<file path="src/sv/skts_pkg.sv">
// Shared types and constants for the sorted key table search unit.
// No dependencies; imported by every module of the block but the generic skts_ram.
package skts_pkg;

   // Table size and derived widths
   localparam int DEPTH   = 512;
   localparam int ADDR_W  = $clog2(DEPTH);
   localparam int CNT_W   = $clog2(DEPTH + 1);
   localparam int SUM_W   = CNT_W + 1;

   // Fixed field widths of the item ports
   localparam int CMD_W   = 3;
   localparam int KEY_W   = 30;
   localparam int YEAR_W  = 14;
   localparam int MONTH_W = 4;
   localparam int DAY_W   = 5;
   localparam int IDX_W   = 9;
   localparam int STAT_W  = 2;
   localparam int POS_W   = 9;
   localparam int ECNT_W  = 10;

   // Width for comparing the read index against the fill count
   localparam int CMP_W   = ((IDX_W > CNT_W) ? IDX_W : CNT_W) + 1;

   typedef enum logic [CMD_W-1:0] {
      CMD_CLEAR  = 3'd0,
      CMD_APPEND = 3'd1,
      CMD_SORT   = 3'd2,
      CMD_SEARCH = 3'd3,
      CMD_READ   = 3'd4
   } cmd_type;

   typedef enum logic [STAT_W-1:0] {
      ST_OK        = 2'd0,
      ST_FULL      = 2'd1,
      ST_NOT_FOUND = 2'd2,
      ST_RANGE     = 2'd3
   } status_type;

   typedef struct packed {
      logic [KEY_W-1:0]   key;
      logic [YEAR_W-1:0]  year;
      logic [MONTH_W-1:0] month;
      logic [DAY_W-1:0]   day;
   } rec_type;

   localparam int REC_W = $bits(rec_type);

   typedef enum logic [3:0] {
      S_IDLE,
      S_DISPATCH,
      S_SORT_CHK,
      S_SORT_LOAD,
      S_SORT_CMP,
      S_SORT_END,
      S_SRCH_CHK,
      S_SRCH_CMP,
      S_READ_WAIT,
      S_RESULT
   } state_type;

   // Datapath operations issued by the controller, one per cycle
   typedef enum logic [4:0] {
      OP_NONE,
      OP_TAKE,
      OP_CLEAR,
      OP_APPEND,
      OP_FULL,
      OP_SORT_START,
      OP_SORT_RD0,
      OP_SORT_LOAD,
      OP_SORT_CMP,
      OP_SORT_END,
      OP_SRCH_START,
      OP_SRCH_RD,
      OP_SRCH_STEP,
      OP_READ_RD,
      OP_RES_OK,
      OP_RES_NOT_FOUND,
      OP_RES_RANGE,
      OP_RES_REC
   } dp_op_type;

   typedef struct packed {
      dp_op_type op;
      logic      load_out;
   } ctrl_cmd_type;

   typedef struct packed {
      cmd_type req_cmd;
      logic    full;
      logic    idx_ok;
      logic    sort_go;
      logic    last_cmp;
      logic    srch_go;
      logic    hit;
      logic    out_free;
   } dp_stat_type;

endpackage

</file>
<file path="src/sv/skts_ctrl.sv">
// Controller state machine: sequences clear, append, sort, search and read.
// Depends on skts_pkg; drives skts_dpath through ctrl_cmd_type.
module skts_ctrl
   import skts_pkg::*;
(
   input  logic         clock,
   input  logic         reset,
   input  logic         req_valid,
   output logic         req_ready,
   input  dp_stat_type  stat,
   output ctrl_cmd_type ctrl
);

   state_type state_ff, state_in;

   always_ff @(posedge clock) begin
      if (reset) begin
         state_ff <= S_IDLE;
      end else begin
         state_ff <= state_in;
      end
   end

   // Next state
   always_comb begin
      state_in = state_ff;
      case (state_ff)
         S_IDLE: begin
            if (req_valid) state_in = S_DISPATCH;
         end
         S_DISPATCH: begin
            case (stat.req_cmd)
               CMD_SORT:   state_in = S_SORT_CHK;
               CMD_SEARCH: state_in = S_SRCH_CHK;
               CMD_READ:   state_in = stat.idx_ok ? S_READ_WAIT : S_RESULT;
               default:    state_in = S_RESULT;
            endcase
         end
         S_SORT_CHK: begin
            state_in = stat.sort_go ? S_SORT_LOAD : S_RESULT;
         end
         S_SORT_LOAD: state_in = S_SORT_CMP;
         S_SORT_CMP: begin
            if (stat.last_cmp) state_in = S_SORT_END;
         end
         S_SORT_END: state_in = S_SORT_CHK;
         S_SRCH_CHK: begin
            state_in = stat.srch_go ? S_SRCH_CMP : S_RESULT;
         end
         S_SRCH_CMP: begin
            state_in = stat.hit ? S_RESULT : S_SRCH_CHK;
         end
         S_READ_WAIT: state_in = S_RESULT;
         S_RESULT: begin
            if (stat.out_free) state_in = S_IDLE;
         end
         default: state_in = S_IDLE;
      endcase
   end

   // Outputs: one datapath operation per state
   always_comb begin
      ctrl.op       = OP_NONE;
      ctrl.load_out = 1'b0;
      req_ready     = 1'b0;
      case (state_ff)
         S_IDLE: begin
            req_ready = 1'b1;
            if (req_valid) ctrl.op = OP_TAKE;
         end
         S_DISPATCH: begin
            case (stat.req_cmd)
               CMD_CLEAR:  ctrl.op = OP_CLEAR;
               CMD_APPEND: ctrl.op = stat.full ? OP_FULL : OP_APPEND;
               CMD_SORT:   ctrl.op = OP_SORT_START;
               CMD_SEARCH: ctrl.op = OP_SRCH_START;
               CMD_READ:   ctrl.op = stat.idx_ok ? OP_READ_RD : OP_RES_RANGE;
               default:    ctrl.op = OP_RES_OK;
            endcase
         end
         S_SORT_CHK:  ctrl.op = stat.sort_go ? OP_SORT_RD0 : OP_RES_OK;
         S_SORT_LOAD: ctrl.op = OP_SORT_LOAD;
         S_SORT_CMP:  ctrl.op = OP_SORT_CMP;
         S_SORT_END:  ctrl.op = OP_SORT_END;
         S_SRCH_CHK:  ctrl.op = stat.srch_go ? OP_SRCH_RD : OP_RES_NOT_FOUND;
         S_SRCH_CMP:  ctrl.op = stat.hit ? OP_RES_REC : OP_SRCH_STEP;
         S_READ_WAIT: ctrl.op = OP_RES_REC;
         S_RESULT:    ctrl.load_out = stat.out_free;
         default:     ctrl.op = OP_NONE;
      endcase
   end

endmodule

</file>
<file path="config.mk">
export PLATFORM = sky130hd
export DESIGN_NAME = skts_ctrl
export DESIGN_NICKNAME = d
export VERILOG_FILES = /design/src/sv/skts_pkg.sv /design/src/sv/skts_ctrl.sv
export SDC_FILE = /design/constraint.sdc
export NUM_CORES = 1
export LEC_CHECK = 0
export ABC_AREA = 1
export BUFFER_PORTS_ARGS = -buffer_cell sky130_fd_sc_hd__buf_4
export CORE_AREA = 5 5 42 44
export CTS_BUF_LIST = sky130_fd_sc_hd__clkbuf_2
export DETAILED_ROUTE_END_ITERATION = 10
export DIE_AREA = 0 0 47 49
export PLACE_DENSITY = 0.67
export REMOVE_ABC_BUFFERS = 1
export SYNTH_ARGS = -nofsm -noshare
export SYNTH_HDL_FRONTEND = slang
export SYNTH_SLANG_ARGS = --single-unit
export TNS_END_PERCENT = 30
</file>
<file path="constraint.sdc">
create_clock -name clock -period 1.6 [get_ports clock]
set_clock_uncertainty 0.05 [all_clocks]
set_input_delay 0.32 -clock clock [delete_from_list [all_inputs] [get_ports clock]]
set_output_delay 0.32 -clock clock [all_outputs]
set_load 0.05 [all_outputs]
</file>
==> flow_summary.ini <==
[logic_synthesis]
syn_area_sq_um = 508
synth_top_area_cell = nand2_1
avgSynthCellArea_sq_um = 5.03
ys_warn_count = 0
ys_async_sr_fraction_pct = 0
synth_seq_cells = 4
synth_area_leaders = nand2_1, dfxtp_1, nor2_1
synth_ff_type = dfxtp_1
synth_edf_count = 0
synth_common_cells = nand2_1, nor2_1, inv_1, nand3_1, o21ai_0
ys_seq_area_share_pct = 15.8
yosysTopAreaCellShare_pct = 17.7
synth_most_common_cell = nand2_1
synth.distinct_cells = 17
syn_inst = 101

[pwr]
pwr-share-comb_pct = 79.5
sequentialPowerShare_pct = 14.5
swShare_pct = 56.0
p_per_area_nw_per_um2 = 1560
p_sw_uw = 798
p_leak_nw = 0.482
power_mw = 1.43
clkPwrFrac_pct = 5.9
power.internal_uw = 627
peakVddDrop_uv = 749

[worst_setup_path]
critPathArrivalTime_ns = 1.33
timing_worst_setup_path_type = register to output port
end_kind = output port
required_ns = 1.23
startpoint_type = register
cp_max_fo = 5

[finish]
n_antenna_cell = 0
regMostFlops = state_ff
fin_util_pct = 65.2
largest_register_ffs = 4
drive_above_1_share_pct = 47.4
syn2layout_area_growth_pct = 79.8
fillers = 145
reg_top3 = state_ff (4)
nets = 150

[die]
rows = 14
core_area_sq_um = 1400
dieArea_sq_um = 2300
die_h_um = 49
start_util_pct = 36.2
io-pin-count = 20
dieWidth_um = 47

[timing]
setup_viol = 6
worstMarginPinSlew_ns = 0.266
drv_slew = 0
relSlewSlack_pct = 82.1
fmax_mhz = 588
rsz0062_at_grt = true
fin_crit_sh_pct = 106
period_minus_slack_ns = 1.70
final.setup.worst_slack_ns = -0.101
finalHoldViolCount = 0

[clock_network]
cts_tree = yes
clk_pin_slew_worst_paths_ns = 0.05
clock-sinks = 4
ctsHoldBuffers = 0
h-tree-depth = 1
cts_root_buf = clkbuf_2
cts_buffers = 3
clkLatencyLatePin_ns = 0.19
clockBufferDepth = 2

[routing]
drc = 0
vias = 755
wl_per_cell_um = 11.4
drt_iter0_drc = 23
ant_nets = 0
firstDrtPassIters = 5
routed_via_density = 5.00
wirelength_um = 1720

[place]
place.gp.congestion = 0.833
place_hpwl_um = 1240
port_buffers = 19

[run_status]
status = complete, but fails checks
violations = setup timing

[grt]
track_usage_pct = 14.5
grt_pass1_vias = 658
grt_overflow = 0
antenna_found_initial = 0
grt_max_degree = 8
grt_pass1_wl_um = 2610

[min_path]
worst_hold_path_type = input port to register

[flow_run]
cap_violations = 0
[power groups by stage]
stage / clock network [mW] / registers [mW] / logic [mW]
finish: 0.0848 / 0.207 / 1.13
global route: 0.0961 / 0.215 / 1.22
CTS: 0.0902 / 0.192 / 0.987
detailed placement: 0 / 0.174 / 0.919
global placement: 0 / 0.171 / 0.918
floorplan: 0 / 0.167 / 0.630
[critical path, stage by stage (launching register included)]
cell and delay (ns):
dfxtp_4 0.38, inv_4 0.05, nor2_4 0.16, nand2_4 0.10
nor2_1 0.16, nor2_2 0.07, inv_1 0.06, buf_6 0.15
[routing by layer]
| layer | up-vias | GRT usage (%) | share of wire (%) |
|---|---|---|---|
| met5 | - | 0 | 0 |
| met4 | 0 | 5.99 | 0.47 |
| met3 | 2 | 1.48 | 4.7 |
| met2 | 22 | 22.4 | 50 |
| met1 | 339 | 19.7 | 45 |
| li1 | 392 | - | - |
[worst paths after layout]
check	from	end	slack (ns)	depth (start not counted)
setup / recovery	state_ff[0]$_SDFFE_PP0P_	ctrl[5]	-0.10	7
hold reg to reg	state_ff[3]$_SDFFE_PP0P_	state_ff[0]$_SDFFE_PP0P_	0.59	2
setup reg to reg	state_ff[0]$_SDFFE_PP0P_	state_ff[0]$_SDFFE_PP0P_	0.25	8
hold / removal	reset	state_ff[0]$_SDFFE_PP0P_	0.25	2
[timing repair]
| item | 4_1_cts | 5_1_grt |
|---|---|---|
| buffers inserted | 2 | 1 |
| resized for setup | 16 | 27 |
| endpoints found under the hold margin | 0 | 0 |
| pin swaps | 1 | 10 |
| endpoints found under the setup margin | 6 | 7 |
[placed cells by master (no fill, tap or decap)]
master / instances
inv_1: 15
nor2_4: 3
nor3_1: 2
nor2_2: 7
nand3_1: 7
a31oi_1: 1
inv_4: 2
o21ai_0: 3
buf_4: 25
o211ai_1: 1
a21oi_2: 1
nor2_1: 12
buf_6: 5
nand4_1: 4
o21bai_4: 1
nand3_4: 1
buf_8: 1
nand2_4: 2
nor3_2: 1
nand2_2: 4
o21ai_1: 3
inv_2: 2
clkbuf_2: 3
nand3_2: 1
dfxtp_4: 4
a21oi_1: 3
inv_6: 1
nand2_1: 20
[cell families after synthesis]
family	count (synthesis)	synth area share, %
flip-flops	4	15.8
AND/OR/NAND/NOR	64	54.7
AO/OA/AOI/OAI	13	14.8
buffers and inverters	20	14.8
[stage by stage]
stage | cells | worst slack [ns] | area (sq um) | setup TNS (ns) | hold slack [ns]
6_report | 151 | -0.101 | 913 | -0.409 | 0.246
2_1_floorplan | 101 | -0.596 | 508 | -0.959 | 0.332
5_1_grt | 151 | -0.181 | 913 | -0.895 | 0.231
4_1_cts | 150 | -0.0625 | 811 | -0.223 | 0.231
3_5_place_dp | 145 | -0.0296 | 738 | -0.0362 | 0.456
3_3_place_gp | 145 | -0.00451 | 738 | -0.00451 | 0.455
[final cells by class]
cell class              count  area (sq um)  area share [%]
multi-input cells          77           439            48.1
repair buffers             31           259            28.4
inverters                  20          85.1            9.32
well taps                  16          20.0            2.19
flip-flops and latches      4          95.1            10.4
clock buffers               3          15.0            1.64
(Power assumes the default switching activity.)
